==> config.mk <==
export PLATFORM = sky130hd
export DESIGN_NAME = kss_ctrl
export DESIGN_NICKNAME = d
export VERILOG_FILES = /design/src/kss_pkg.sv /design/src/kss_ctrl.sv
export SDC_FILE = /design/constraint.sdc
export NUM_CORES = 1
export LEC_CHECK = 0
export ABC_AREA = 1
export ABC_CLOCK_PERIOD_IN_PS = 1900
export BUFFER_PORTS_ARGS = -buffer_cell sky130_fd_sc_hd__buf_2
export CAP_MARGIN = 40
export CORE_AREA = 10 10 50 67
export DETAILED_ROUTE_END_ITERATION = 8
export DIE_AREA = 0 0 60 77
export PLACE_DENSITY_LB_ADDON = 0.12
export SLEW_MARGIN = 0
export SYNTH_ARGS = -nofsm -noshare
export SYNTH_HDL_FRONTEND = slang
export SYNTH_SLANG_ARGS = --single-unit
==> constraint.sdc <==
create_clock -name aclk -period 1.9 [get_ports aclk]
set_input_delay 0.57 -clock aclk [delete_from_list [all_inputs] [get_ports aclk]]
set_output_delay 0.57 -clock aclk [all_outputs]
set_load 0.02 [all_outputs]
==> src/kss_pkg.sv <==
// Package: shared types and codes for the keyed stack and queue store.
`timescale 1ns / 1ps
package kss_pkg;

    localparam int OP_W     = 3;
    localparam int STAT_W   = 3;
    localparam int DATA_W   = 32;
    localparam int POS_W    = 6;
    localparam int LOC_W    = 2;
    localparam int SIZE_W   = 7;

    localparam logic [OP_W-1:0] OP_PUSH    = 3'd0;
    localparam logic [OP_W-1:0] OP_POP     = 3'd1;
    localparam logic [OP_W-1:0] OP_ENQUEUE = 3'd2;
    localparam logic [OP_W-1:0] OP_DEQUEUE = 3'd3;
    localparam logic [OP_W-1:0] OP_S2Q     = 3'd4;
    localparam logic [OP_W-1:0] OP_Q2S     = 3'd5;
    localparam logic [OP_W-1:0] OP_SEARCH  = 3'd6;

    localparam logic [STAT_W-1:0] STAT_OK    = 3'd0;
    localparam logic [STAT_W-1:0] STAT_FULL  = 3'd1;
    localparam logic [STAT_W-1:0] STAT_EMPTY = 3'd2;
    localparam logic [STAT_W-1:0] STAT_DUP   = 3'd3;
    localparam logic [STAT_W-1:0] STAT_MISS  = 3'd4;

    localparam logic [LOC_W-1:0] LOC_NONE  = 2'd0;
    localparam logic [LOC_W-1:0] LOC_STACK = 2'd1;
    localparam logic [LOC_W-1:0] LOC_QUEUE = 2'd2;

    typedef enum logic [1:0] {
        RES_NONE,
        RES_STACK_RD,
        RES_QUEUE_RD,
        RES_HIT
    } res_sel_t;

    typedef struct packed {
        logic [OP_W-1:0]          op;
        logic signed [DATA_W-1:0] key;
        logic [DATA_W-1:0]        price;
    } kss_in_t;

    typedef struct packed {
        logic [STAT_W-1:0]        status;
        logic signed [DATA_W-1:0] out_key;
        logic [DATA_W-1:0]        out_price;
        logic [POS_W-1:0]         position;
        logic [LOC_W-1:0]         location;
        logic [SIZE_W-1:0]        stack_size;
        logic [SIZE_W-1:0]        queue_size;
    } kss_out_t;

    typedef struct packed {
        logic signed [DATA_W-1:0] key;
        logic [DATA_W-1:0]        price;
    } kss_entry_t;

    typedef struct packed {
        logic              load_in;
        logic              scan_start;
        logic              scan_step;
        logic              rd_stack;
        logic              rd_queue;
        logic              stack_push;
        logic              stack_pop;
        logic              queue_push;
        logic              queue_pop;
        logic              from_read;
        logic              load_out;
        logic [STAT_W-1:0] status;
        res_sel_t          res_sel;
    } kss_cmd_t;

    typedef struct packed {
        logic [OP_W-1:0] op;
        logic            stack_empty;
        logic            stack_full;
        logic            queue_empty;
        logic            queue_full;
        logic            scan_done;
        logic            hit;
    } kss_stat_t;

endpackage

==> src/kss_ctrl.sv <==
// Controller: sequences decode, key scan, memory read, commit and result transfer.
`timescale 1ns / 1ps
module kss_ctrl
    import kss_pkg::*;
(
    input  logic      aclk,
    input  logic      aresetn,
    input  logic      s_valid,
    output logic      s_ready,
    output logic      m_valid,
    input  logic      m_ready,
    input  kss_stat_t stat,
    output kss_cmd_t  cmd
);

    typedef enum logic [2:0] {
        IDLE,
        DECIDE,
        SCAN,
        READ,
        COMMIT,
        FINISH
    } state_t;

    typedef struct packed {
        logic stack_push;
        logic stack_pop;
        logic queue_push;
        logic queue_pop;
        logic from_read;
    } act_t;

    state_t            state_reg, state_next;
    logic [STAT_W-1:0] status_reg, status_next;
    res_sel_t          sel_reg, sel_next;
    act_t              act_reg, act_next;
    logic              m_valid_reg, m_valid_next;

    always_comb begin
        state_next   = state_reg;
        status_next  = status_reg;
        sel_next     = sel_reg;
        act_next     = act_reg;
        m_valid_next = m_valid_reg && !m_ready;
        cmd          = '0;
        cmd.status   = status_reg;
        cmd.res_sel  = sel_reg;
        unique case (state_reg)
            IDLE: begin
                if (s_valid) begin
                    cmd.load_in = 1'b1;
                    state_next  = DECIDE;
                end
            end
            DECIDE: begin
                status_next = STAT_OK;
                sel_next    = RES_NONE;
                act_next    = '0;
                state_next  = FINISH;
                unique case (stat.op)
                    OP_PUSH: begin
                        if (stat.stack_full) begin
                            status_next = STAT_FULL;
                        end else begin
                            act_next.stack_push = 1'b1;
                            cmd.scan_start      = 1'b1;
                            state_next          = SCAN;
                        end
                    end
                    OP_ENQUEUE: begin
                        if (stat.queue_full) begin
                            status_next = STAT_FULL;
                        end else begin
                            act_next.queue_push = 1'b1;
                            cmd.scan_start      = 1'b1;
                            state_next          = SCAN;
                        end
                    end
                    OP_POP: begin
                        if (stat.stack_empty) begin
                            status_next = STAT_EMPTY;
                        end else begin
                            act_next.stack_pop = 1'b1;
                            sel_next           = RES_STACK_RD;
                            state_next         = READ;
                        end
                    end
                    OP_DEQUEUE: begin
                        if (stat.queue_empty) begin
                            status_next = STAT_EMPTY;
                        end else begin
                            act_next.queue_pop = 1'b1;
                            sel_next           = RES_QUEUE_RD;
                            state_next         = READ;
                        end
                    end
                    OP_S2Q: begin
                        if (stat.stack_empty) begin
                            status_next = STAT_EMPTY;
                        end else if (stat.queue_full) begin
                            status_next = STAT_FULL;
                        end else begin
                            act_next   = '{stack_push: 1'b0, stack_pop: 1'b1,
                                           queue_push: 1'b1, queue_pop: 1'b0,
                                           from_read: 1'b1};
                            sel_next   = RES_STACK_RD;
                            state_next = READ;
                        end
                    end
                    OP_Q2S: begin
                        if (stat.queue_empty) begin
                            status_next = STAT_EMPTY;
                        end else if (stat.stack_full) begin
                            status_next = STAT_FULL;
                        end else begin
                            act_next   = '{stack_push: 1'b1, stack_pop: 1'b0,
                                           queue_push: 1'b0, queue_pop: 1'b1,
                                           from_read: 1'b1};
                            sel_next   = RES_QUEUE_RD;
                            state_next = READ;
                        end
                    end
                    OP_SEARCH: begin
                        cmd.scan_start = 1'b1;
                        state_next     = SCAN;
                    end
                    default: begin
                        state_next = FINISH;
                    end
                endcase
            end
            SCAN: begin
                cmd.scan_step = 1'b1;
                if (stat.scan_done) begin
                    state_next = FINISH;
                    if (stat.op == OP_SEARCH) begin
                        if (stat.hit) begin
                            sel_next = RES_HIT;
                        end else begin
                            status_next = STAT_MISS;
                        end
                    end else if (stat.hit) begin
                        status_next = STAT_DUP;
                    end else begin
                        state_next = COMMIT;
                    end
                end
            end
            READ: begin
                cmd.rd_stack = act_reg.stack_pop;
                cmd.rd_queue = act_reg.queue_pop;
                state_next   = COMMIT;
            end
            COMMIT: begin
                cmd.stack_push = act_reg.stack_push;
                cmd.stack_pop  = act_reg.stack_pop;
                cmd.queue_push = act_reg.queue_push;
                cmd.queue_pop  = act_reg.queue_pop;
                cmd.from_read  = act_reg.from_read;
                state_next     = FINISH;
            end
            FINISH: begin
                if (!m_valid_reg || m_ready) begin
                    cmd.load_out = 1'b1;
                    m_valid_next = 1'b1;
                    state_next   = IDLE;
                end
            end
            default: begin
                state_next = IDLE;
            end
        endcase
    end

    always_ff @(posedge aclk) begin
        if (!aresetn) begin
            state_reg   <= IDLE;
            status_reg  <= STAT_OK;
            sel_reg     <= RES_NONE;
            act_reg     <= '0;
            m_valid_reg <= 1'b0;
        end else begin
            state_reg   <= state_next;
            status_reg  <= status_next;
            sel_reg     <= sel_next;
            act_reg     <= act_next;
            m_valid_reg <= m_valid_next;
        end
    end

    assign s_ready = (state_reg == IDLE);
    assign m_valid = m_valid_reg;

endmodule

==> results of run 1 <==
Yosys cell counts, drive strengths merged:
cell type,n
a21oi,9
a31oi,1
and2,1
buf,5
dfxtp,14
inv,35
nand2,40
nand3,24
nand4,2
nor2,34
nor3,2
o211ai,4
o21ai,3
worst reg2reg max path, stage by stage (launching register included):
cell	delay [ns]
sky130_fd_sc_hd__dfxtp_4	0.39
sky130_fd_sc_hd__inv_2	0.05
sky130_fd_sc_hd__nor2_4	0.13
sky130_fd_sc_hd__nand2_2	0.11
sky130_fd_sc_hd__inv_2	0.19
sky130_fd_sc_hd__nand3_1	0.11
sky130_fd_sc_hd__nand2_1	0.08
sky130_fd_sc_hd__nand2_1	0.05
sky130_fd_sc_hd__a21oi_1	0.11
routing by layer:
| layer | part of all wire | vias up | GRT usage | routed length, um |
|---|---|---|---|---|
| met4 | 0.031 | 0 | 0.0586 | 85 |
| met2 | 0.50 | 43 | 0.213 | 1370 |
| li1 | - | 612 | - | - |
| met5 | 0 | - | 0 | 0 |
| met1 | 0.41 | 492 | 0.131 | 1120 |
| met3 | 0.056 | 11 | 0.0297 | 152 |
how the worst max path moves through the flow:
stage          slack, ns         start      end
2_1_floorplan       0.02       stat[6]  cmd[14]
4_1_cts             0.01  state_reg[1]  cmd[15]
6_report            0.06       stat[6]  cmd[14]
5_1_grt            0.004  state_reg[0]  cmd[14]
3_5_place_dp        0.06       stat[6]  cmd[14]
3_3_place_gp        0.09       stat[6]  cmd[14]
cells by family after synthesis:
| kind of cell | count (synthesis) | synth area share |
|---|---|---|
| buf+inv | 40 | 0.175 |
| flops | 14 | 0.276 |
| simple gates | 103 | 0.448 |
| compound gates | 17 | 0.102 |
where the power goes:
part	total (mW)	internal, mW	switching, mW
Combinational	0.446	0.158	0.288
Clock	0.224	0.117	0.107
Sequential	0.397	0.355	0.0422
Total	1.07	0.629	0.438
metrics by stage:
step                      std cells  power [mW]  instance area [um2]  setup WS, ns  utilization
after global placement          228       0.835                 1200        0.0921        0.560
after CTS                       232        1.07                 1250        0.0132        0.580
after global routing            232        1.15                 1250       0.00398        0.583
final                           232        1.07                 1250        0.0585        0.583
after detailed placement        228       0.845                 1200        0.0600        0.560
after floorplan                 174       0.726                 1020        0.0161            -
cell usage in the layout (no fill, tap or decap), drive strengths merged:
cell type / instances
o21ai: 3
nor2: 34
nand2: 40
nand3: 24
clkbuf: 4
nor3: 2
a31oi: 1
a21oi: 9
o211ai: 4
buf: 37
dfxtp: 14
and2: 1
inv: 35
nand4: 2
layout make-up:
type,instances,area [um2],share of cell area
tap,22,27.5,0.0219
sequential,14,287,0.228
inverter,35,131,0.105
multi-input combinational,120,571,0.455
clock buffer,4,36.3,0.0289
timing repair buffer,37,203,0.162
timing repair:
action / CTS / global route
gates resized for setup: 2 / 5
setup endpoints to repair: 2 / 5
setup buffers: 0 / 0
==> results by stage, run 1 <==
Status:
- The run finished with clean final reports.

Layout:
- In the final layout, the share of cells above drive strength 1 is 0.276.
- The final net count is between 200 and 250.
- The number of flip-flops in the largest register is 5.
- Counting the fill cells in the layout gives 225.
- Compared with the post-synthesis result, the final layout area differs by 23.4%.
- The number of antenna diodes in the final layout is 0.

Clock network:
- The TritonCTS buffer count is 3.
- For this design, the CTS-stage hold fixing added 0 buffers.
- Clock-pin slew was measured on the worst setup and hold paths at 0.09 ns.
- For the worst-skew pair, the clock arrives at the later sink with an insertion delay of 0.29 ns.
- TritonCTS built the clock tree.
- The maximum level of the CTS H-tree is 1.
- For this design, the sink count on the clock tree is 14.
- The clock tree buffer depth is 2.
- The master cell of the clock root buffer is sky130_fd_sc_hd__clkbuf_4.

Global route:
- The first global-routing pass estimated 4680 um of wire.
- Entering global routing, the biggest net connects 13 pins.
- The total overflow left after global routing is 0.
- The overall routing resource usage is 0.123.
- The number of antenna violations at the first check in global routing came to 0.
- The number of global-route vias before repair was 1137.

Run:
- The tool flagged a number of max-cap violations equal to 0.

Worst setup path:
- Counting cells, the worst reg-to-reg path comes to 8.
- The startpoint type of the worst setup path is an input port.
- STA classifies the critical path endpoint as an output port.
- Walking the worst path, the cells encountered are buf_2, nor2_1, nand3_1, a21oi_2, buf_2.
- The delay contributed by the slowest stage of the critical path is between 0.15 and 0.2 ns.
- The endpoint identified for the worst register-to-register timing path is state_reg[0].
- Among the stages of the critical path, the cell type that occurs most often is sky130_fd_sc_hd__buf_2.
- On the critical path, the stage with the largest delay is an instance of sky130_fd_sc_hd__buf_2.
- The critical path start-end classification is input port to output port.
- In this run the number of cells on the critical path is 5.
- The worst register-to-register path begins at state_reg[0].
- The family with the most delay on the worst path is buffers and inverters.
- The worst endpoint data arrival time is ~1.3 ns.
- For the worst setup path, the data required time is around 1.3 ns.
- The number of buffers and inverters on the critical path is 2.
- The setup slack of the most critical reg-to-reg path is 0.62 ns.
- The largest fanout of any net on the critical path is 3.

Yosys:
- The area share of the leading cell type in the synthesized netlist is 0.276.
- The gate count of the mapped netlist is approximately 170.
- For this run, the number of Yosys warnings is 0.
- Counting flops and latches in the post-synthesis netlist gives 14.
- Of the synthesized area, sequential elements account for 0.276.
- The net count of the mapped netlist is 187.
- The average size of a mapped cell is 5.85 um2.
- The library cell occupying the most area in the post-synthesis netlist is sky130_fd_sc_hd__dfxtp_1.
- Counting distinct cell types in the post-synthesis netlist gives 21.
- The cell area after synthesis is 0.00102 mm2.
- Ranked by total cell area, the synthesized netlist is headed by sky130_fd_sc_hd__dfxtp_1 28%, sky130_fd_sc_hd__nand2_1 14%, sky130_fd_sc_hd__nor2_1 12%.

Floorplanning:
- The row count is 20.
- The top-level I/O count is 31.
- The region available for standard cell placement spans 0.00215 mm2.
- The die covers 0.00462 mm2.
- The die is roughly 60 um wide.
- The starting density of the core is 0.473.
- The y dimension of the die is 77 um.

Hold path:
- Counting instances, the worst hold path has a depth of 2.
- The path type of the worst min-delay path is flop to flop.
- The worst hold path terminates at sel_reg[0].
- The start point of the worst min-delay path is sel_reg[0].

Placement:
- The count of input and output buffers is 30.
- Routability-driven placement finished with a final weighted congestion of about 0.91.
- The final HPWL from detailed placement is about 2300 um.

Timing:
- The number of max-slew violations in the final report was 0.
- The clock period minus final worst setup slack is 1.84 ns.
- Derived from the worst setup path, the maximum achievable clock frequency is 0.543 GHz.
- The final setup TNS is 0 ns.
- Across the routed clock network, the largest skew measured is 0.00235 ns.
- On the final layout, the worst hold slack is 0.445 ns.
- The count of final hold-check violations is 0.
- The normalized max-slew margin is 0.822.
- For the pin with the worst max-slew slack, the measured transition is ~0.27 ns.
- The number of failing setup endpoints in the final timing report is 0.
- The part of the cycle the worst path needs is 0.969.
- Setup repair after global routing left no endpoint under its margin.

Power:
- The worst vdd rail ir drop is 0.559 mV.
- The leakage power of the design is 0.701 nW.
- The power density over the cells is 850 mW/mm2.

Routing:
- For this block, the routed nets add up to roughly 2700 um of wire.
- The routed via count is 1158.
- After detailed routing, the average wire length per cell comes to 11.8 um.
- Before antenna repair, the detailed router went through 4 iterations.
- The via count normalized by instance count is 4.99.
- In the routed design, unresolved DRC markers number 0.
- The residual antenna-violating net count after detailed routing is 0.
- The count of routing violations after the opening detailed-route iteration is 30.
Power figures use the tool's default switching activity.
==> run 2, diff against run 1 <==
--- a/config.mk
+++ b/config.mk
@@ -9,10 +9,12 @@
 export ABC_CLOCK_PERIOD_IN_PS = 1900
 export BUFFER_PORTS_ARGS = -buffer_cell sky130_fd_sc_hd__buf_2
 export CAP_MARGIN = 40
-export CORE_AREA = 10 10 50 67
+export CELL_PAD_IN_SITES_DETAIL_PLACEMENT = 1
+export CELL_PAD_IN_SITES_GLOBAL_PLACEMENT = 1
+export CORE_AREA = 10 10 58 79
 export DETAILED_ROUTE_END_ITERATION = 8
-export DIE_AREA = 0 0 60 77
-export PLACE_DENSITY_LB_ADDON = 0.12
+export DIE_AREA = 0 0 68 89
+export PLACE_DENSITY = 0.87
 export SLEW_MARGIN = 0
 export SYNTH_ARGS = -nofsm -noshare
 export SYNTH_HDL_FRONTEND = slang
==> results by stage, run 2 (synthesis gave the netlist of run 1 again) <==
Status:
- The flow ran to the end, and the final reports show no timing, DRC or antenna violations.

Clock network:
- The clock-pin slew of the registers on the worst-case setup and hold paths is 0.06 ns (-0.03 ns).
- The clock tree buffer depth is 2 (unchanged).
- The maximum level of the CTS H-tree is 1 (unchanged).
- The insertion delay to the later sink of the worst-skew pair is 0.24 ns (-0.05 ns).
- In this run the clock root is driven by a sky130_fd_sc_hd__clkbuf_8.
- The clock net sink count was 14 (unchanged).
- The number of buffers inserted by post-CTS setup repair is 0 (unchanged).
- TritonCTS built the clock tree.
- The TritonCTS buffer count was 3 (unchanged).

Worst setup path:
- The worst endpoint data arrival time is 1.25 ns (-0.02 ns).
- The largest fanout of any net on the critical path is 6 (+3).
- Among the stages of the critical path, the cell type that occurs most often is sky130_fd_sc_hd__buf_2.
- The startpoint type of the worst setup path is an input port.
- The setup slack of the most critical reg-to-reg path is 0.56 ns (-0.06 ns).
- The number of cells on the worst reg-to-reg path is 8 (unchanged).
- The delay contributed by the slowest stage of the critical path is 0.17 ns (about the same).
- The logic depth of the worst path, buffers included is 5 (unchanged).
- The family with the most delay on the worst path is buffers and inverters.
- The signal on the critical path passes through buf_2, nor2_2, nand3_2, a21oi_2, buf_2.
- The data required time at the worst endpoint is 1.33 ns (about the same).
- The worst setup path is of the input port to output port kind.
- The cell with the biggest individual delay on the critical path is sky130_fd_sc_hd__buf_2.
- STA classifies the critical path endpoint as an output port.
- The number of buffers and inverters on the critical path is 2 (unchanged).

Floorplanning:
- The starting density of the core is 0.313 (-0.160).
- The y dimension of the die is 89 um (+16%).
- The core footprint is 0.00325 mm2 (+51%).
- The top-level I/O count is 31 (unchanged).
- The area enclosed by the die boundary is 0.00605 mm2 (+31%).
- The die width is 68 um (+13%).
- The row count is 25 (+25%).

Global route:
- The number of global-route vias before repair is 1300 (+14%).
- The most used routing layer in global routing is met2.
- The met1 track utilization from global routing is 0.123 (-0.00763).
- The global-route wire length before repair is 5720 um (+22%).
- The maximum number of pins on one net before global-route repair is 13 (unchanged).
- The global routing met3 resource utilization is 0.0176 (-0.0121).
- The number of antenna violations at the first check in global routing is 0 (unchanged).
- The routing usage on met2 is 0.220 (+0.00705).
- The overflow left after global routing is 0 (unchanged).
- The overall routing resource usage was 0.121 (-0.00204).

Timing:
- The final setup TNS is 0 ns (unchanged).
- The final clock skew was 0.00446 ns (+0.00210 ns).
- The maximum clock frequency is 0.551 GHz (+1.4%).
- The clock period minus final worst setup slack is 1.82 ns (-0.0255 ns).
- The number of failing setup endpoints in the final timing report is 0 (unchanged).
- The transition time at the pin with the least slew margin came to 0.287 ns (+0.0199 ns).
- The number of max-slew violations in the final report is 0 (unchanged).
- The normalized max-slew margin is 0.808 (-0.0133).
- The part of the cycle the worst path needs is 0.956 (-0.0134).
- The worst hold slack is 0.447 ns (+0.00213 ns).
- The count of final hold-check violations is 0 (unchanged).

Routing:
- The count of routing violations after the opening detailed-route iteration is 27 (-10%).
- The post-detailed-route wirelength per cell is 13.4 um (+14%).
- The count of TritonRoute iterations in the first routing pass is 4 (unchanged).
- The routed via count is 1217 (+5.1%).
- The total detailed-routing wirelength was 3360 um (+23%).
- The DRC violation count after routing is 0 (unchanged).
- The via count normalized by instance count is 4.85 (-2.9%).
- The residual antenna-violating net count after detailed routing is 0 (unchanged).

Layout:
- The layout cell share with drive strength beyond 1 is 0.289 (+0.0129).
- From synthesis to final layout, the design area changed by 28.2%.
- The final-layout fill cell count is 474 (+110%).
- The final net count was 226 (+0.89%).
- The final antenna diode count is 0 (unchanged).
- The top cell types in the final layout, fill and taps aside, are 37 x sky130_fd_sc_hd__nand2_1, 31 x sky130_fd_sc_hd__inv_1, 31 x sky130_fd_sc_hd__nor2_1.
- The number of flip-flops in the largest register is 5 (unchanged).
- The most common library cell in the layout ignoring fill and taps is sky130_fd_sc_hd__nand2_1.

Placement:
- The final HPWL from detailed placement was 2850 um (+24%).
- The count of input and output buffers is 30 (unchanged).
- The final weighted congestion in routability-driven placement was 0.897 (-1.8%).

Run:
- The number of max-capacitance violations reported is 0 (unchanged).

Hold path:
- The number of cells on the worst hold path came to 2 (unchanged).
- The min-delay analysis places its worst path in the category flop to flop.

Power:
- The power density over the cells is 850 mW/mm2 (about the same).
- The leakage power of the design is 0.711 nW (+1.4%).
- The worst vdd rail ir drop came to 0.264 mV (-53%).
[run 2: cell types whose count changed in the layout (fill, tap and decap cells not counted), sizes merged]
| cell | before | now |
|---|---|---|
| buf | 37 | 39 |
| clkbuf | 4 | 3 |
[run 2: worst reg2reg max path: stages, from the launching register on]
cell                      delay [ns]
sky130_fd_sc_hd__dfxtp_2        0.39
sky130_fd_sc_hd__inv_2          0.07
sky130_fd_sc_hd__nor2_4         0.14
sky130_fd_sc_hd__nand2_2        0.12
sky130_fd_sc_hd__inv_2          0.19
sky130_fd_sc_hd__nand3_1        0.12
sky130_fd_sc_hd__nand2_1        0.09
sky130_fd_sc_hd__nand2_1        0.05
sky130_fd_sc_hd__a21oi_1        0.11
[run 2: path summary, 6_finish.rpt]
path                     start            to
setup reg to reg  state_reg[0]  state_reg[0]
setup / recovery       stat[6]       cmd[14]
hold / removal      sel_reg[0]    sel_reg[0]
hold reg to reg     sel_reg[0]    sel_reg[0]
[run 2: cell type report]
class	count	area [um2]	area share
Multi-Input combinational cell	120	581	0.445
Sequential cell	14	283	0.217
Timing Repair Buffer	39	218	0.167
Inverter	35	131	0.101
Tap cell	40	50.0	0.0384
Clock buffer	3	41.3	0.0317
[run 2: report_power, final]
part | total (mW) | internal, mW | switching [mW]
combinational | 0.469 | 0.161 | 0.308
sequential | 0.398 | 0.353 | 0.0442
clock | 0.242 | 0.140 | 0.102
total | 1.11 | 0.654 | 0.454
[run 2: per-stage QoR]
step                      utilization  worst slack, ns  area, um2  std cells  total power, mW
final                           0.401           0.0840       1300        251             1.11
after CTS                       0.395           0.0132       1280        251             1.11
after floorplan                     -           0.0161       1020        174            0.726
after global routing            0.401         -0.00200       1300        251             1.20
after global placement          0.382           0.0759       1240        248            0.847
after detailed placement        0.382           0.0356       1240        248            0.865
[run 2: routing by layer]
metal  up-vias  routed length, um  part of all wire
li1        615                  -                 -
met1       563               1270              0.38
met2        27               1820              0.54
met3        12                125             0.037
met4         0                141             0.042
met5         -                  0                 0
[run 2: what timing repair did]
action	CTS	global route
gates resized for setup	1	7
hold buffers	0	0
setup endpoints to repair	4	9
gates cloned	0	0
endpoints found under the hold margin	0	0
